--- config.mk ---
export PLATFORM = sky130hd
export DESIGN_NAME = i2c_master_register_access_top
export DESIGN_NICKNAME = d
export VERILOG_FILES = /design/src/i2cm_pkg.sv /design/src/i2cm_fifo.sv /design/src/i2cm_seq.sv /design/src/i2c_master_register_access_top.sv
export SDC_FILE = /design/constraint.sdc
export NUM_CORES = 1
export LEC_CHECK = 0
export ABC_AREA = 1
export BUFFER_PORTS_ARGS = -buffer_cell sky130_fd_sc_hd__buf_2
export CORE_ASPECT_RATIO = 0.9
export CORE_UTILIZATION = 25
export CTS_BUF_LIST = sky130_fd_sc_hd__clkbuf_4 sky130_fd_sc_hd__clkbuf_8
export CTS_CLUSTER_DIAMETER = 50
export DETAILED_ROUTE_END_ITERATION = 8
export PLACE_DENSITY = 0.45
export SKIP_CTS_REPAIR_TIMING = 1
export SKIP_LAST_GASP = 1
export SYNTH_ARGS = -nofsm -noshare
export SYNTH_HDL_FRONTEND = slang
export SYNTH_SLANG_ARGS = --single-unit
--- constraint.sdc ---
create_clock -name clk -period 2.7 [get_ports clk]
set_input_delay 0.27 -clock clk [delete_from_list [all_inputs] [get_ports clk]]
set_output_delay 0.27 -clock clk [all_outputs]
set_load 0.03 [all_outputs]
--- src/i2cm_pkg.sv ---
// Shared types and constants for the I2C register access master.
// Holds the tick item, result beat, configuration set and sequencer phase codes.
// No dependencies.
package i2cm_pkg;

	// Configuration register indexes and their reset values.
	localparam int unsigned CFG_INDEX_W = 2;
	localparam int unsigned CFG_DATA_W  = 8;

	localparam logic [CFG_INDEX_W-1:0] CFG_DEV_ADDR    = 2'd0;
	localparam logic [CFG_INDEX_W-1:0] CFG_HALF_PERIOD = 2'd1;
	localparam logic [CFG_INDEX_W-1:0] CFG_ACK_TIMEOUT = 2'd2;

	localparam logic [6:0] DEV_ADDR_RST    = 7'd104;
	localparam logic [7:0] HALF_PERIOD_RST = 8'd2;
	localparam logic [7:0] ACK_TIMEOUT_RST = 8'd250;

	// Which byte of the transaction is in flight.
	localparam logic [1:0] STEP_DEV   = 2'd0;
	localparam logic [1:0] STEP_REG   = 2'd1;
	localparam logic [1:0] STEP_LAST  = 2'd2;
	localparam logic [1:0] STEP_ABORT = 2'd3;

	typedef struct packed {
		logic [6:0] dev_addr;
		logic [7:0] half_period;
		logic [7:0] ack_timeout;
	} cfg_t;

	typedef struct packed {
		logic       cmd_valid;
		logic       mode;
		logic [7:0] reg_addr;
		logic [7:0] write_data;
		logic       sda_in;
	} tick_t;

	typedef struct packed {
		logic       scl;
		logic       sda_out;
		logic       busy_res;
		logic       done_res;
		logic [7:0] read_data;
		logic       nack;
	} res_t;

	typedef enum logic [3:0] {
		PH_IDLE = 4'd0,
		PH_S0   = 4'd1,
		PH_S1   = 4'd2,
		PH_S2   = 4'd3,
		PH_BL   = 4'd4,
		PH_BH   = 4'd5,
		PH_AL   = 4'd6,
		PH_AH   = 4'd7,
		PH_RL   = 4'd8,
		PH_RH   = 4'd9,
		PH_NL   = 4'd10,
		PH_NH   = 4'd11,
		PH_P0   = 4'd12,
		PH_P1   = 4'd13,
		PH_P2   = 4'd14
	} phase_t;

endpackage

--- src/i2cm_fifo.sv ---
// Two-entry queue used on both sides of the sequencer.
// Generic in payload width; no package dependency.
module i2cm_fifo #(
	parameter int unsigned WIDTH = 8
) (
	input  logic             clk,
	input  logic             arst_n,
	input  logic             wr_en,
	input  logic [WIDTH-1:0] wr_data,
	input  logic             rd_en,
	output logic [WIDTH-1:0] rd_data,
	output logic             full,
	output logic             empty
);
	localparam int unsigned DEPTH = 2;

	logic [WIDTH-1:0] mem_q [DEPTH];
	logic             wr_ptr_q;
	logic             rd_ptr_q;
	logic [1:0]       count_q;
	logic             do_wr;
	logic             do_rd;

	assign full    = (count_q == 2'(DEPTH));
	assign empty   = (count_q == 2'd0);
	assign do_wr   = wr_en && !full;
	assign do_rd   = rd_en && !empty;
	assign rd_data = mem_q[rd_ptr_q];

	always_ff @(posedge clk) begin
		if (do_wr) begin
			mem_q[wr_ptr_q] <= wr_data;
		end
	end

	always_ff @(posedge clk or negedge arst_n) begin
		if (!arst_n) begin
			wr_ptr_q <= 1'b0;
			rd_ptr_q <= 1'b0;
			count_q  <= 2'd0;
		end else begin
			if (do_wr) begin
				wr_ptr_q <= !wr_ptr_q;
			end
			if (do_rd) begin
				rd_ptr_q <= !rd_ptr_q;
			end
			if (do_wr && !do_rd) begin
				count_q <= count_q + 2'd1;
			end else if (do_rd && !do_wr) begin
				count_q <= count_q - 2'd1;
			end
		end
	end

endmodule

--- src/i2cm_seq.sv ---
// Bus sequencer: advances the I2C phase machine by one tick per beat taken
// from the input queue and produces one result beat. Uses i2cm_pkg.
module i2cm_seq (
	input  logic          clk,
	input  logic          arst_n,
	input  i2cm_pkg::cfg_t  cfg,
	input  logic          in_valid,
	input  i2cm_pkg::tick_t item,
	input  logic          out_space,
	output logic          fire,
	output i2cm_pkg::res_t  res
);
	import i2cm_pkg::*;

	phase_t     phase_q, phase_d;
	logic [1:0] step_q, step_d;
	logic [3:0] bit_cnt_q, bit_cnt_d;
	logic [7:0] tick_q, tick_d;
	logic [7:0] polls_q, polls_d;
	logic [7:0] shift_q, shift_d;
	logic       mode_q, mode_d;
	logic [7:0] reg_q, reg_d;
	logic [7:0] data_q, data_d;

	logic [7:0] half;
	logic [7:0] limit;
	logic       seg_end;
	logic [7:0] tick_seg;
	logic [3:0] bit_inc;
	logic [8:0] polls_sum;

	function automatic logic [7:0] byte_for(input logic [1:0] step, input logic is_read,
		input logic [6:0] dev, input logic [7:0] reg_byte, input logic [7:0] data_byte);
		logic [7:0] result;
		if (step == STEP_DEV) begin
			result = {dev, 1'b0};
		end else if (step == STEP_REG) begin
			result = reg_byte;
		end else if (is_read) begin
			result = {dev, 1'b1};
		end else begin
			result = data_byte;
		end
		return result;
	endfunction

	assign fire = in_valid && out_space;

	// A zero half period or timeout behaves as one.
	assign half     = (cfg.half_period == 8'd0) ? 8'd1 : cfg.half_period;
	assign limit    = (cfg.ack_timeout == 8'd0) ? 8'd1 : cfg.ack_timeout;
	assign seg_end  = ({1'b0, tick_q} + 9'd1) >= {1'b0, half};
	assign tick_seg = seg_end ? 8'd0 : tick_q + 8'd1;
	assign bit_inc  = bit_cnt_q + 4'd1;
	assign polls_sum = {1'b0, polls_q} + 9'd1;

	// Line levels and status for the current tick.
	always_comb begin
		res           = '0;
		res.scl       = 1'b1;
		res.sda_out   = 1'b1;
		res.busy_res  = (phase_q != PH_IDLE) && (phase_q <= PH_P2);
		unique case (phase_q)
			PH_S0, PH_AL, PH_RL, PH_NL: begin
				res.scl = 1'b0;
			end
			PH_S2, PH_P1: begin
				res.sda_out = 1'b0;
			end
			PH_BL: begin
				res.scl     = 1'b0;
				res.sda_out = shift_q[7];
			end
			PH_BH: begin
				res.sda_out = shift_q[7];
			end
			PH_P0: begin
				res.scl     = 1'b0;
				res.sda_out = 1'b0;
			end
			PH_P2: begin
				if (seg_end) begin
					res.done_res  = 1'b1;
					res.nack      = (step_q == STEP_ABORT);
					res.read_data = (mode_q && step_q != STEP_ABORT) ? shift_q : 8'd0;
				end
			end
			default: begin
			end
		endcase
	end

	// Next state.
	always_comb begin
		phase_d   = phase_q;
		step_d    = step_q;
		bit_cnt_d = bit_cnt_q;
		tick_d    = tick_q;
		polls_d   = polls_q;
		shift_d   = shift_q;
		mode_d    = mode_q;
		reg_d     = reg_q;
		data_d    = data_q;
		if (fire) begin
			unique case (phase_q)
				PH_S0, PH_S1, PH_BL, PH_AL, PH_RL, PH_NL, PH_NH, PH_P0, PH_P1: begin
					tick_d = tick_seg;
					if (seg_end) begin
						unique case (phase_q)
							PH_S0:   phase_d = PH_S1;
							PH_S1:   phase_d = PH_S2;
							PH_BL:   phase_d = PH_BH;
							PH_AL:   phase_d = PH_AH;
							PH_RL:   phase_d = PH_RH;
							PH_NL:   phase_d = PH_NH;
							PH_NH:   phase_d = PH_P0;
							PH_P0:   phase_d = PH_P1;
							default: phase_d = PH_P2;
						endcase
					end
				end
				PH_S2: begin
					tick_d = tick_seg;
					if (seg_end) begin
						shift_d   = byte_for(step_q, mode_q, cfg.dev_addr, reg_q, data_q);
						bit_cnt_d = 4'd0;
						phase_d   = PH_BL;
					end
				end
				PH_BH: begin
					tick_d = tick_seg;
					if (seg_end) begin
						shift_d   = {shift_q[6:0], 1'b0};
						bit_cnt_d = bit_inc;
						if (bit_inc[3]) begin
							polls_d = 8'd0;
							phase_d = PH_AL;
						end else begin
							phase_d = PH_BL;
						end
					end
				end
				PH_AH: begin
					tick_d = 8'd0;
					if (!item.sda_in) begin
						// Acknowledge seen: move on to the next byte or phase.
						if (step_q == STEP_DEV) begin
							step_d    = STEP_REG;
							shift_d   = byte_for(STEP_REG, mode_q, cfg.dev_addr, reg_q, data_q);
							bit_cnt_d = 4'd0;
							phase_d   = PH_BL;
						end else if (step_q == STEP_REG) begin
							step_d = STEP_LAST;
							if (mode_q) begin
								phase_d = PH_S0;
							end else begin
								shift_d   = byte_for(STEP_LAST, mode_q, cfg.dev_addr, reg_q,
									data_q);
								bit_cnt_d = 4'd0;
								phase_d   = PH_BL;
							end
						end else if (mode_q) begin
							shift_d   = 8'd0;
							bit_cnt_d = 4'd0;
							phase_d   = PH_RL;
						end else begin
							phase_d = PH_P0;
						end
					end else begin
						polls_d = polls_sum[7:0];
						if (polls_sum >= {1'b0, limit}) begin
							step_d  = STEP_ABORT;
							phase_d = PH_P0;
						end
					end
				end
				PH_RH: begin
					// The read bit is sampled on the first tick of SCL high.
					if (tick_q == 8'd0) begin
						shift_d = {shift_q[6:0], item.sda_in};
					end
					tick_d = tick_seg;
					if (seg_end) begin
						bit_cnt_d = bit_inc;
						phase_d   = bit_inc[3] ? PH_NL : PH_RL;
					end
				end
				PH_P2: begin
					tick_d = tick_seg;
					if (seg_end) begin
						phase_d = PH_IDLE;
					end
				end
				default: begin
					phase_d = PH_IDLE;
					if (item.cmd_valid) begin
						mode_d    = item.mode;
						reg_d     = item.reg_addr;
						data_d    = item.write_data;
						step_d    = STEP_DEV;
						bit_cnt_d = 4'd0;
						tick_d    = 8'd0;
						polls_d   = 8'd0;
						shift_d   = 8'd0;
						phase_d   = PH_S0;
					end
				end
			endcase
		end
	end

	always_ff @(posedge clk or negedge arst_n) begin
		if (!arst_n) begin
			phase_q   <= PH_IDLE;
			step_q    <= STEP_DEV;
			bit_cnt_q <= 4'd0;
			tick_q    <= 8'd0;
			polls_q   <= 8'd0;
			shift_q   <= 8'd0;
			mode_q    <= 1'b0;
			reg_q     <= 8'd0;
			data_q    <= 8'd0;
		end else begin
			phase_q   <= phase_d;
			step_q    <= step_d;
			bit_cnt_q <= bit_cnt_d;
			tick_q    <= tick_d;
			polls_q   <= polls_d;
			shift_q   <= shift_d;
			mode_q    <= mode_d;
			reg_q     <= reg_d;
			data_q    <= data_d;
		end
	end

endmodule

--- src/i2c_master_register_access_top.sv ---
// Top level of the I2C register access master: input tick queue, bus
// sequencer, result queue and configuration registers. Uses i2cm_pkg,
// i2cm_fifo and i2cm_seq.
//
//   Channel   Handshake          Payload
//   --------  -----------------  ------------------------------------------------
//   tick in   push / full        cmd_valid, mode, reg_addr, write_data, sda_in
//   result    empty / pop        scl, sda_out, busy_res, done_res, read_data, nack
//   config    cfg_we             cfg_index, cfg_wdata
//
// Every tick beat yields exactly one result beat, and the block takes one beat per
// clock cycle unless a full queue holds the flow. A pushed beat is registered in the
// input queue, the sequencer steps on it from the head of that queue, and its result
// beat is registered in the result queue, from where it can be popped.
// Reset empties both queues, idles the sequencer and loads the register defaults.
// A stalled consumer fills the result queue, then the input queue, and full rises.
module i2c_master_register_access_top (
	input  logic                              clk,
	input  logic                              arst_n,
	input  logic                              push,
	output logic                              full,
	input  logic                              cmd_valid,
	input  logic                              mode,
	input  logic [7:0]                        reg_addr,
	input  logic [7:0]                        write_data,
	input  logic                              sda_in,
	output logic                              empty,
	input  logic                              pop,
	output logic                              scl,
	output logic                              sda_out,
	output logic                              busy_res,
	output logic                              done_res,
	output logic [7:0]                        read_data,
	output logic                              nack,
	input  logic                              cfg_we,
	input  logic [i2cm_pkg::CFG_INDEX_W-1:0]  cfg_index,
	input  logic [i2cm_pkg::CFG_DATA_W-1:0]   cfg_wdata
);
	import i2cm_pkg::*;

	cfg_t  cfg_q;
	tick_t tick_in;
	tick_t tick_head;
	res_t  res_new;
	res_t  res_head;
	logic  tick_empty;
	logic  res_full;
	logic  seq_fire;

	// Configuration registers. The user must write them only while no beat is in
	// flight (not enforced by the block). The sequencer reads them directly, so a
	// change takes effect at once, even mid-transaction. An index past the list is dropped.
	always_ff @(posedge clk or negedge arst_n) begin
		if (!arst_n) begin
			cfg_q.dev_addr    <= DEV_ADDR_RST;
			cfg_q.half_period <= HALF_PERIOD_RST;
			cfg_q.ack_timeout <= ACK_TIMEOUT_RST;
		end else if (cfg_we) begin
			unique case (cfg_index)
				CFG_DEV_ADDR:    cfg_q.dev_addr    <= cfg_wdata[6:0];
				CFG_HALF_PERIOD: cfg_q.half_period <= cfg_wdata;
				CFG_ACK_TIMEOUT: cfg_q.ack_timeout <= cfg_wdata;
				default: begin
				end
			endcase
		end
	end

	assign tick_in.cmd_valid  = cmd_valid;
	assign tick_in.mode       = mode;
	assign tick_in.reg_addr   = reg_addr;
	assign tick_in.write_data = write_data;
	assign tick_in.sda_in     = sda_in;

	// Front: tick beats queue here until the sequencer takes them.
	i2cm_fifo #(
		.WIDTH($bits(tick_t))
	) u_tick_q (
		.clk     (clk),
		.arst_n  (arst_n),
		.wr_en   (push),
		.wr_data (tick_in),
		.rd_en   (seq_fire),
		.rd_data (tick_head),
		.full    (full),
		.empty   (tick_empty)
	);

	// Back: one phase-machine step per beat.
	i2cm_seq u_seq (
		.clk       (clk),
		.arst_n    (arst_n),
		.cfg       (cfg_q),
		.in_valid  (!tick_empty),
		.item      (tick_head),
		.out_space (!res_full),
		.fire      (seq_fire),
		.res       (res_new)
	);

	// Result beats wait here for the consumer.
	i2cm_fifo #(
		.WIDTH($bits(res_t))
	) u_res_q (
		.clk     (clk),
		.arst_n  (arst_n),
		.wr_en   (seq_fire),
		.wr_data (res_new),
		.rd_en   (pop),
		.rd_data (res_head),
		.full    (res_full),
		.empty   (empty)
	);

	assign scl       = res_head.scl;
	assign sda_out   = res_head.sda_out;
	assign busy_res  = res_head.busy_res;
	assign done_res  = res_head.done_res;
	assign read_data = res_head.read_data;
	assign nack      = res_head.nack;

endmodule

## Word-level counts from Yosys, hierarchy flattened

Memories as Yosys holds them, arrays and structs flattened.
Cells that the tools add are included.
W data, S select, Z words.

- Bits in registers: 82
- Bits in writable memories: 64
- Memory bits (read-only): 64
- Output and inout port bits: 15
- Memories kept: 3

- Add/subtract/negate cells: 8
- Magnitude comparators: 3
- Eq/ne operators: 35
- Muxes and demuxes: 63
- Bitwise logic cells: 4
- Reduce and logical (&&, ||, !) cells: 57

Memories:

| name | depth | bits a word | rd ports | clocked after Yosys merged registers in | wr ports | line | RTL |
|---|---|---|---|---|---|---|---|
| (no name shown) | 16 | 4 | 1 | 0 | 0 | i2cm_seq.sv:109 | `unique case (phase_q)` |
| u_tick_q.mem_q | 2 | 19 | 1 | 0 | 1 | i2cm_fifo.sv:17 | `logic [WIDTH-1:0] mem_q [DEPTH];` |
| u_res_q.mem_q | 2 | 13 | 1 | 0 | 1 | i2cm_fifo.sv:17 |  |

Operators with widths:

| operator | count |
|---|---|
| $mux W8 | 19 |
| $mux W4 | 16 |
| $pmux W8 S5 | 1 |
| $eq A4 B4 Y1 const B | 7 |
| $logic_not A8 Y1 | 3 |
| $pmux W4 S6 | 1 |
| $pmux W8 S3 | 1 |
| $mux W2 | 11 |
| $mux W10 | 2 |
| $add A8 B1 Y9 const B | 2 |
| $ge A9 B8 Y1 | 2 |
| $ne A2 B1 Y1 const B | 9 |
| $eq A4 B3 Y1 const B | 4 |
| $pmux W4 S4 | 1 |
| $pmux W8 S2 | 1 |
| $reduce_or A14 Y1 | 1 |
| $reduce_or A13 Y1 | 1 |
| $logic_not A1 Y1 | 12 |
| $reduce_or A12 Y1 | 1 |
| $logic_and A1 B1 Y1 | 11 |
| $reduce_or A10 Y1 | 1 |
| $reduce_and A9 Y1 | 1 |
| $reduce_or A9 Y1 | 1 |
| $add A8 B1 Y8 const B | 1 |
| other kinds (31) | 60 |

## Depth between registers and ports, before layout

Gate-level depths: netlist of run 1.

- Depth in word-level cells: 8
- Mapped depth: 18

## Modules after synthesis

A second synthesis of run 1 with hierarchy kept.

- Cell total of the unflattened synthesis: 898
- Area total of the unflattened synthesis: 7678.6 µm²

By module, submodules not included:

| module | instances | cells each | area each (µm²) | sequential area each (µm²) |
|---|---|---|---|---|
| i2cm_seq | 1 | 563 | 3872.5 | 1276.2 |
| i2cm_fifo (u_tick_q) | 1 | 131 | 1609.0 | 1241.2 |
| i2cm_fifo (u_res_q) | 1 | 99 | 1178.6 | 880.8 |
| i2c_master_register_access_top | 1 | 105 | 1018.5 | 588.1 |

## Worst setup path before layout of run 1

Ideal clock, no wire load.

- Kind: register -> register
- Start: reg u_seq.tick_q[0]
- End: mem u_res_q.mem_q[0][1] (netlist bit), data pin
- Library setup time: 0.264 ns
- Arrival: 2.046 ns
- Required time: 2.436 ns
- Path slack: 0.390 ns
- Stages on the path, launching flop included: 16
- Path buffers: 0
- Period minus slack after synthesis: 2.310 ns
- Path through: dfrtp_1 ha_1 nand3_1 nor2_1 xor2_1 ha_1 nand2_1 inv_1 nand2_1 nand2_1 nand2_1 nand2_1 nand3_1 clkinv_1 nand2_1 nor2_1

RTL lines:

| what | line | RTL |
|---|---|---|
| start: declaration | i2cm_seq.sv:18 | `logic [7:0] tick_q, tick_d;` |
| start signal: assignment | i2cm_seq.sv:227 | `tick_q <= tick_d;` |
| end: declaration | i2cm_fifo.sv:17 |  |

==> metrics.md, run 1 <==
| Metric | Value |
|---|---|
| RR Endpoint | u_res_q.mem_q[1][1]$_DFFE_PP_ |
| Clk_lat worst skew | 0.47 ns |
| Max-slew violation count | 0 |
| Clock Tree Buf Depth | 2 |
| Syn Area/Cell | 9.22 sq um |
| CP arrival | around 2.7 ns |
| Max VDD drop | 0.531 mV |
| Net count after synthesis | approximately 850 |
| Leakage | 0.00396 uW |
| Slew margin rel. | 0.651 |
| Yosys warns | 0 |
| Number of CTS-inserted buffers | 17 |
| Flops & latches, synth | approximately 150 |
| Most frequent cells in the layout | 228 x nand2_1, 75 x inv_1, 69 x dfrtp_1 |
| Worst path required time | 2.90 ns |
| Worst Setup SP | u_seq.tick_q[0]$_DFFE_PN0P_ |
| Crit path time final | roughly 2.5 ns |
| CTS tree | done |
| Die H | 164 um |
| Nets | ~940 |
| Post-Syn Area | 7280 sq um |
| CP Launch Type | flop |
| Core area | 28300 sq um |
| Tot GR Track Use | 0.123 |
| Wire length per cell | 14.0 um |
| Synth Instances | about 800 |
| First-pass GRT wire length | 28300 um |
| Die ar. | 29800 sq um |
| Starting DRT DRC Count | 320 |
| Vias in the first global route | ~5300 |
| Status | finished, final reports clean |
| Worst-Margin Slew | around 0.52 ns |
| Setup TNS | 0 ns |
| Number of core rows | 58 |
| Vias | 5473 |
| CP Capture Type | flop |
| TritonCTS Sinks | 146 |
| CTS root buf | clkbuf_8 |
| Grt total ovfl | 0 |
| Routed Antenna Nets | 0 |
| Worst-path clk slew | 0.10 ns |
| Fin crit share | 0.909 |
| Final antenna diode count | 0 |
| Worst r2r path cells | 16 |
| Largest net degree at the start of global routing | 65 |
| Share of cells above drive strength 1 | 0.181 |
| Final wirelength | between 15000 and 20000 um |
| Setup repair after global routing missed its margin | no |
| Vias per cell | roughly 4.4 |
| DRT Pass-1 Iters | 5 |
| Starting Density | 0.257 |
| PwrDens | ~1100 nW/um^2 |
| Detailed-route DRC error count | 0 |
| Setup Skew | between 0.015 and 0.02 ns |
| Worst hold path class | primary input to flop |
| Top-Level Pins | 49 |
| Maximum net fanout on the critical path | 6 |
| Post-synthesis sequential area ratio | 0.548 |
| WHS | between 0.04 and 0.05 ns |
| Yosys cell types | 40 |
| Flop-to-flop setup slack | 0.25 ns |
| Final hold viol count | 0 |
| Critical Path Sink | u_res_q.mem_q[1][1]$_DFFE_PP_ |
| Crit path kind | flop to flop |
| Fmax | 407 MHz |
| Synth-to-Final Area Change | 20.0% |
| Initial antenna violation count | 0 |
| Die width | 182 um |
| Final HPWL DP | 12500 um |
| Routability congestion estimate | ~0.85 |
| Setup-failing EPs final | 0 |
| Max-cap check violation count | 0 |
| Most common cell after layout, fill and taps aside | nand2_1 |
| Reg2reg start | u_seq.tick_q[0]$_DFFE_PN0P_ |
| H-tree Lvls | 4 |
| IO buf count | 48 |
==> sequential cells by signal, summed over array words and instances, names as in the netlist <==
| register | count |
|---|---|
| u_seq.phase_q | 4 |
| u_res_q.count_q | 2 |
| u_seq.tick_q | 8 |
| u_res_q.mem_q | 26 |
| u_res_q.wr_ptr_q | 1 |
| cfg_q | 23 |
| u_res_q.rd_ptr_q | 1 |
| u_tick_q.wr_ptr_q | 1 |
| u_tick_q.count_q | 2 |
| u_seq.mode_q | 1 |
| u_seq.bit_cnt_q | 4 |
| u_tick_q.rd_ptr_q | 1 |
| u_seq.step_q | 2 |
| u_seq.polls_q | 8 |
| u_seq.shift_q | 8 |
| u_seq.reg_q | 8 |
| u_seq.data_q | 8 |
| u_tick_q.mem_q | 38 |
==> worst max-delay path: stages (launching register included) <==
cell and delay, ns:
dfrtp_2 0.43, buf_4 0.14, inv_1 0.04, ha_1 0.31, ha_1 0.30, nand2_1 0.06
nor2_1 0.03, nand2_1 0.06, nand3_1 0.06, nand2_1 0.06, nand2_1 0.06, nand2_2 0.12
nand2_1 0.11, nand3_4 0.11, clkinvlp_4 0.16, nand2_1 0.09, nor2_1 0.05
==> power breakdown <==
group / total (uW) / internal, uW / switching (uW)
Combinational: 3860 / 1270 / 2590
Clock: 1760 / 711 / 1050
Sequential: 3540 / 3110 / 435
Total: 9170 / 5090 / 4080
==> layer usage <==
layer  track usage  wire length (um)
met5             0                 0
met4        0.0443               236
met3        0.0255               586
met1         0.176              9180
met2         0.184              7460
==> synthesized netlist by cell type <==
master | number | area share
o22ai_1 | 2 | 0.0017
edfxtp_1 | 64 | 0.26
nand2_1 | 229 | 0.12
xnor2_1 | 7 | 0.0084
ha_1 | 26 | 0.045
buf_2 | 5 | 0.0034
o21ai_1 | 12 | 0.0083
clkinv_1 | 1 | 0.00052
buf_4 | 1 | 0.0010
o21bai_1 | 1 | 0.0010
nand2_2 | 4 | 0.0034
o22ai_2 | 1 | 0.0017
nand3_1 | 33 | 0.023
a41o_1 | 2 | 0.0028
nor3_1 | 7 | 0.0048
dfrtp_1 | 72 | 0.25
buf_6 | 4 | 0.0062
a31o_2 | 1 | 0.0012
inv_1 | 75 | 0.039
nor3_2 | 1 | 0.0014
a32oi_1 | 5 | 0.0060
o21ai_0 | 64 | 0.044
a211oi_1 | 1 | 0.0010
dfstp_2 | 10 | 0.036
xor2_1 | 10 | 0.012
inv_2 | 7 | 0.0036
nor4_1 | 2 | 0.0017
clkbuf_1 | 8 | 0.0041
or2_1 | 1 | 0.00086
nand4_1 | 17 | 0.015
nor2_4 | 1 | 0.0015
clkbuf_2 | 1 | 0.00069
o311ai_0 | 1 | 0.0012
a31oi_1 | 5 | 0.0043
a21oi_1 | 12 | 0.0083
and2_1 | 1 | 0.00086
mux2i_1 | 17 | 0.023
nor2_1 | 57 | 0.029
nor2_2 | 3 | 0.0026
o21ai_2 | 18 | 0.022
==> how the worst min path moves through the flow <==
stage,from,endpoint,slack (ns),cells past startpoint
6_report,cfg_wdata[7],cfg_q[7]$_DFFE_PN1P_,0.04,3
3_5_place_dp,arst_n,cfg_q[2]$_DFFE_PN0P_,0.17,1
4_1_cts,arst_n,cfg_q[10]$_DFFE_PN0P_,-0.35,1
5_1_grt,cfg_wdata[7],cfg_q[7]$_DFFE_PN1P_,0.05,3
3_3_place_gp,arst_n,cfg_q[2]$_DFFE_PN0P_,0.18,1
2_1_floorplan,arst_n,cfg_q[0]$_DFFE_PN0P_,-0.03,0
==> stage by stage <==
step	total power, uW	util	setup WS (ns)	instance area, sq um	cells
after global routing	9890	0.308	0.00868	8730	1251
after global placement	7460	0.284	0.0583	8030	1198
after CTS	9220	0.299	-0.0445	8450	1230
after floorplan	6260	-	0.390	7280	789
final	9170	0.308	0.246	8730	1251
after detailed placement	7440	0.284	-0.0258	8030	1198
==> cell families after synthesis <==
kind of cell | after synthesis | synth area share
adder cells (fa/ha/maj) | 26 | 0.0447
buffers and inverters | 102 | 0.0583
flip-flops | 146 | 0.548
XOR/XNOR | 17 | 0.0205
AO/OA/AOI/OAI | 125 | 0.103
AND/OR/NAND/NOR | 356 | 0.202
multiplexers | 17 | 0.0234
==> layout make-up <==
type,count,area (sq um)
clock buffer,17,234
clock inverter,15,185
fill,2979,19600
inverter,83,315
multi-input combinational,541,2930
sequential,146,3990
tap,360,450
timing repair buffer,88,618
timing repair inverter,1,7.51
No activity file was read; power rests on OpenSTA's default activity.
==> run 2, diff against run 1 <==
--- a/config.mk
+++ b/config.mk
@@ -8,13 +8,14 @@
 export ABC_AREA = 1
 export BUFFER_PORTS_ARGS = -buffer_cell sky130_fd_sc_hd__buf_2
 export CORE_ASPECT_RATIO = 0.9
-export CORE_UTILIZATION = 25
+export CORE_UTILIZATION = 41
 export CTS_BUF_LIST = sky130_fd_sc_hd__clkbuf_4 sky130_fd_sc_hd__clkbuf_8
 export CTS_CLUSTER_DIAMETER = 50
 export DETAILED_ROUTE_END_ITERATION = 8
-export PLACE_DENSITY = 0.45
+export PLACE_DENSITY = 0.63
 export SKIP_CTS_REPAIR_TIMING = 1
 export SKIP_LAST_GASP = 1
 export SYNTH_ARGS = -nofsm -noshare
 export SYNTH_HDL_FRONTEND = slang
 export SYNTH_SLANG_ARGS = --single-unit
+export TNS_END_PERCENT = 100
==> run 2 against run 1 <==
Core utilization increased by 19 points. Worst setup slack got worse by 0.015 ns. Non-clock buffer count decreased by 3. Register-to-register slack got worse by 0.02 ns. Fmax decreased by 0.61%. Routed wire length decreased by 12%. Combinational power decreased by 4%. Clock power decreased by 2%. First-iteration DRC count increased by 26%. Clock-buffer cell count unchanged. Worst hold slack improved by 0.039 ns. Sequential share of layout area increased by 1.1 points.
==> metrics.md, run 2 (same netlist as run 1, synthesis figures left out) <==
| Metric | Value |
|---|---|
| Number of core rows | 45 |
| Worst-Margin Slew | 1.10 ns |
| Flop-to-flop setup slack | 0.23 ns |
| Reg2reg start | u_seq.tick_q[1]$_DFFE_PN0P_ |
| Final hold viol count | 0 |
| Max VDD drop | 0.777 mV |
| Fmax | 405 MHz |
| H-tree Lvls | 4 |
| Internal power | 5120 uW |
| CP Launch Type | flop |
| Largest regs | u_tick_q.mem_q x38, u_res_q.mem_q x26, cfg_q x23 |
| First-pass GRT wire length | 25500 um |
| Reg with most FFs | u_tick_q.mem_q |
| CTS root buf | clkbuf_8 |
| RR Endpoint | u_res_q.mem_q[1][7]$_DFFE_PP_ |
| M1 WL | 7920 um |
| Vias | 5470 |
| Worst path required time | 2.89 ns |
| Final wirelength | 15500 um |
| Seq pwr share | 0.395 |
| Starting DRT DRC Count | 404 |
| Routed Antenna Nets | 0 |
| Status | finished, final reports clean |
| Crit-path cells | ha_1, nand3_2, nor2_2, xor2_1, ha_1, a21oi_1, nand2_1, nand2_2, nand2_1, nand3_2, clkinvlp_4, nand2_1, nor2_1 |
| Vias in the first global route | around 5100 |
| Met2 wire len | 6770 um |
| Tot GR Track Use | 0.180 |
| Setup Skew | 0.0157 ns |
| Nets | a little over 900 |
| Clk_lat worst skew | 0.45 ns |
| Crit path time final | roughly 2.5 ns |
| Number of CTS-inserted buffers | 17 |
| Most used cell along the critical path | nand2_1 |
| Routability congestion estimate | 0.881 |
| CP Capture Type | flop |
| Max FFs per register | 38 |
| Max-slew violation count | 0 |
| Setup-failing EPs final | 0 |
| Worst r2r path cells | 13 |
| Crit path kind | flop to flop |
| Share of cells above drive strength 1 | 0.175 |
| Top Layer Used | met4 |
| Grt total ovfl | 0 |
| Setup TNS | 0 ns |
| Fillers | 1627 |
| WL met3 | 670 um |
| Final HPWL DP | 10900 um |
| Die width | between 100 and 150 um |
| P_sw | 3880 uW |
| CP arrival | 2.66 ns |
| Comb power frac | 0.414 |
| PwrDens | 1060 nW/um^2 |
| Worst-path clk slew | approximately 0.1 ns |
| Starting Density | 0.425 |
| Worst Setup SP | u_seq.tick_q[1]$_DFFE_PN0P_ |
| Die H | 128 um |
| Leakage | 0.00395 uW |
| Most frequent cells in the layout | 227 x nand2_1, 75 x inv_1, 72 x dfrtp_1 |
| Detailed-route DRC error count | 0 |
| Wire length per cell | 13.8 um |
| Top-Level Pins | between 40 and 50 |
| Critical Path Max Stage Delay | 0.40 ns |
| Synth-to-Final Area Change | 16.9% |
| Slew margin rel. | 0.266 |
| Worst hold path class | primary input to flop |
| Max-cap check violation count | 0 |
| Largest net degree at the start of global routing | 46 |
| IO buf count | 48 |
| Fin crit share | 0.915 |
| Vias per cell | 4.87 |
| Slowest stage cell on the critical path | dfrtp_1 |
| Initial antenna violation count | 0 |
| Final antenna diode count | 0 |
| Post-layout util | 0.497 |
| Core area | 17100 sq um |
| Maximum net fanout on the critical path | 6 |
| Die ar. | 18300 sq um |
| Sw frac | 0.431 |
| CTS tree | done |
| DRT Pass-1 Iters | 4 |
| Critical Path Sink | u_res_q.mem_q[1][7]$_DFFE_PP_ |
| TritonCTS Sinks | 146 |
| Most common cell after layout, fill and taps aside | nand2_1 |
| Clock Tree Buf Depth | 2 |
| Clock share of power | 0.191 |
[run 2: changes by cell type in the layout (fill, tap and decap cells not counted), moves of 2 or more]
cell | previous run | this run
clkinv_2 | 0 | 2
clkinv_8 | 6 | 1
buf_4 | 19 | 16
inv_8 | 4 | 7
dfrtp_2 | 3 | 0
dfrtp_1 | 69 | 72
[run 2: critical path, delay by kind of cell, from the launching register on]
family,cells,cell delay [ns]
simple gates,8,0.82
fa+ha+maj,2,0.48
flops,1,0.40
xor+xnor,1,0.21
buf+inv,1,0.16
compound gates,1,0.14
[run 2: worst min-delay path by stage]
stage                       from              endpoint  cells after the start
floorplan                 arst_n  cfg_q[0]$_DFFE_PN0P_                      0
global placement          arst_n  cfg_q[0]$_DFFE_PN0P_                      1
CTS                       arst_n  cfg_q[0]$_DFFE_PN0P_                      1
detailed placement        arst_n  cfg_q[0]$_DFFE_PN0P_                      1
finish              cfg_wdata[7]  cfg_q[7]$_DFFE_PN1P_                      3
global route        cfg_wdata[7]  cfg_q[7]$_DFFE_PN1P_                      3
[run 2: through the flow]
step / hold slack, ns / worst slack, ns / instance area, sq um / power [uW] / std cells
4_1_cts: -0.224 / 0.0732 / 8250 / 9020 / 1101
5_1_grt: 0.0788 / -0.00412 / 8510 / 9720 / 1123
3_3_place_gp: 0.282 / 0.162 / 7850 / 7240 / 1069
6_report: 0.0792 / 0.231 / 8510 / 9000 / 1123
3_5_place_dp: 0.282 / 0.0984 / 7850 / 7280 / 1069
2_1_floorplan: -0.0256 / 0.390 / 7280 / 6260 / 789
[run 2: power by group through the flow]
stage	Clock, uW	Combinational [uW]	Sequential (uW)
final	1720	3720	3560
after global routing	1860	4230	3630
after CTS	1770	3700	3550
after detailed placement	0	3690	3590
after global placement	0	3660	3580
after floorplan	0	2840	3420
[run 2: area by class of cell]
cell class	instances	area, sq um	area share
Sequential cell	146	3990	0.469
Multi-Input combinational cell	541	2910	0.342
Timing Repair Buffer	85	596	0.0700
Inverter	83	315	0.0371
Tap cell	235	294	0.0346
Clock buffer	17	234	0.0275
Clock inverter	15	169	0.0199
Timing Repair inverter	1	7.51	0.000882
[run 2: per-layer routing]
| layer | GRT usage | up-vias |
|---|---|---|
| met2 | 0.275 | 115 |
| met1 | 0.260 | 2533 |
| li1 | - | 2813 |
| met5 | 0 | - |
| met4 | 0.0411 | 0 |
| met3 | 0.0421 | 9 |
==> run 3, diff against run 2 <==
--- a/config.mk
+++ b/config.mk
@@ -12,7 +12,7 @@
 export CTS_BUF_LIST = sky130_fd_sc_hd__clkbuf_4 sky130_fd_sc_hd__clkbuf_8
 export CTS_CLUSTER_DIAMETER = 50
 export DETAILED_ROUTE_END_ITERATION = 8
-export PLACE_DENSITY = 0.63
+export PLACE_DENSITY = 0.65
 export SKIP_CTS_REPAIR_TIMING = 1
 export SKIP_LAST_GASP = 1
 export SYNTH_ARGS = -nofsm -noshare
==> constraint.sdc (replaced) <==
create_clock -name clk -period 2 [get_ports clk]
set_input_delay 0.2 -clock clk [delete_from_list [all_inputs] [get_ports clk]]
set_output_delay 0.2 -clock clk [all_outputs]
set_load 0.03 [all_outputs]
==> run 3 against run 2 <==
Sequential power is 34% higher. Register-to-register slack worse by 0.59 ns. Critical endpoint is now u_seq.shift_q[1]$_DFFE_PN0P_. Cell area is 14% higher. Critical path depth is 3 lower. Clock skew is 0.0035 ns lower. The flow now finishes with violations (negative setup slack). Non-clock buffer count is 82 higher. Die area stayed put.
==> metrics.md, run 3 (same netlist as run 1, synthesis figures left out) <==
| Metric | Value |
|---|---|
| Status | finished, violations left |
| Failing checks | negative setup slack |
| Largest regs | u_tick_q.mem_q x38, u_res_q.mem_q x26, cfg_q x23 |
| Largest net degree at the start of global routing | 37 |
| Pre-CTS WS | -0.405 ns |
| Post-Layout Cell Count | 1206 |
| Clk_lat worst skew | approximately 0.47 ns |
| PwrDens | 1440 nW/um^2 |
| Top-Level Pins | 49 |
| CP arrival | 2.77 ns |
| Worst-Margin Slew | between 0.9 and 1 ns |
| Synth-to-Final Area Change | 32.7% |
| Footprint of the multi-input gates | ~3300 sq um |
| Setup-failing EPs final | 71 |
| Worst r2r path cells | 10 |
| Final hold viol count | 0 |
| Maximum net fanout on the critical path | 8 |
| CP Capture Type | flop |
| Setup repair after global routing missed its margin | yes |
| CTS tree | done |
| Fmax | about 420 MHz |
| Max FFs per register | 38 |
| Setup Skew | around 0.012 ns |
| Number of CTS-inserted buffers | 17 |
| Initial antenna violation count | 0 |
| DRT Pass-1 Iters | 5 |
| TritonCTS Sinks | about 150 |
| Reg2reg start | u_seq.step_q[1]$_DFFE_PN0P_ |
| Worst Setup SP | u_seq.step_q[1]$_DFFE_PN0P_ |
| Grt total ovfl | 0 |
| Max-cap check violation count | 0 |
| Share of cells above drive strength 1 | 0.312 |
| Tot GR Track Use | 0.190 |
| Clock Tree Buf Depth | 2 |
| CP Launch Type | flop |
| Detailed-route DRC error count | 0 |
| Crit path time final | ~2.4 ns |
| Core area | roughly 17000 sq um |
| Final wirelength | 17400 um |
| H-tree Lvls | 4 |
| Worst-path clk slew | roughly 0.1 ns |
| First-pass GRT wire length | 26700 um |
| Vias per cell | 4.88 |
| Routability congestion estimate | between 0.9 and 1 |
| Worst hold path class | primary input to flop |
| Max VDD drop | 0.927 mV |
| Fin worst setup slack | -0.359 ns |
| CTS root buf | clkbuf_8 |
| Final HPWL DP | 11500 um |
| Die H | 128 um |
| Most frequent cells in the layout | 212 x nand2_1, 85 x buf_4, 70 x inv_1 |
| Fillers | 1475 |
| Worst path required time | ~2.4 ns |
| Hold path depth | 3 |
| Crit path kind | flop to flop |
| Max-slew violation count | 0 |
| Die width | ~140 um |
| Slew margin rel. | 0.343 |
| Vias | 5885 |
| Hold wc startpoint | cfg_wdata[0] |
| Starting DRT DRC Count | 324 |
| Die ar. | 18300 sq um |
| Reg area | 3990 sq um |
| Number of core rows | 45 |
| Leakage | around 0.0045 uW |
| Vias in the first global route | ~5400 |
| DP Cell Count | approximately 1100 |
| Wire length per cell | 14.5 um |
| Starting Density | 0.425 |
| IO buf count | 48 |
| Nets | 1018 |
| Most common cell after layout, fill and taps aside | nand2_1 |
| Routed Antenna Nets | 0 |
| Final antenna diode count | 0 |
| Fin crit share | 1.18 |
| Reg with most FFs | u_tick_q.mem_q |
## run 3: cell types whose count changed in the layout (fill, tap and decap cells not counted), moves of 7 or more
cell     previous run  this run
buf_4              16        85
ha_1               26        19
o21ai_1            13        29
o21ai_0            63        44
nor2_2              6        15
buf_6               0         8
nand3_1            29        22
nor2_1             54        41
nand3_4             0         7
nand2_1           227       212
nand2_4             0         8
## run 3: report_power, final
group	total [uW]	switching, uW	internal [uW]
clock network	2430	1360	1070
registers	4780	571	4210
logic	6720	4040	2680
## run 3: area by class of cell
type,count,share of cell area
sequential,146,0.414
multi-input combinational,542,0.345
timing repair buffer,167,0.133
inverter,83,0.0325
tap,235,0.0305
clock buffer,17,0.0242
clock inverter,15,0.0203
timing repair inverter,1,0.000778
## run 3: critical path, stage by stage (launching register included)
cell and delay [ns]:
dfrtp_1 0.52, inv_2 0.12, nand2_2 0.16, inv_2 0.05, nand2_1 0.08, nand2_1 0.05
o21ai_0 0.75, nand2_8 0.15, nor2_4 0.24, nand2_1 0.10, nand2_1 0.07
## run 3: path summary, 6_finish.rpt
kind                                                end  slack [ns]
max in group asynchronous          cfg_q[5]$_DFFE_PN1P_        1.15
min                                cfg_q[8]$_DFFE_PN0P_        0.03
max                        u_seq.shift_q[1]$_DFFE_PN0P_       -0.36
max reg2reg                u_seq.shift_q[1]$_DFFE_PN0P_       -0.36
min in group asynchronous          cfg_q[0]$_DFFE_PN0P_        0.22
min reg2reg                        cfg_q[7]$_DFFE_PN1P_        0.50
## run 3: through the flow
stage	instance area [sq um]	power (uW)	util	hold slack, ns	setup TNS (ns)
after global routing	9660	14900	0.564	0.0450	-25.93
after detailed placement	8400	10500	0.491	0.199	-20.04
after global placement	8400	10400	0.491	0.191	-17.07
after floorplan	7390	8580	-	-0.0956	-5.87
final	9660	13900	0.564	0.0335	-14.61
after CTS	8830	12900	0.516	-0.316	-22.94
## run 3: metal layers
layer	share of wire	vias up	track usage
met1	0.48	2744	0.273
met2	0.46	143	0.285
met4	0.012	0	0.0512
met3	0.043	20	0.0517
met5	0	-	0
li1	-	2978	-
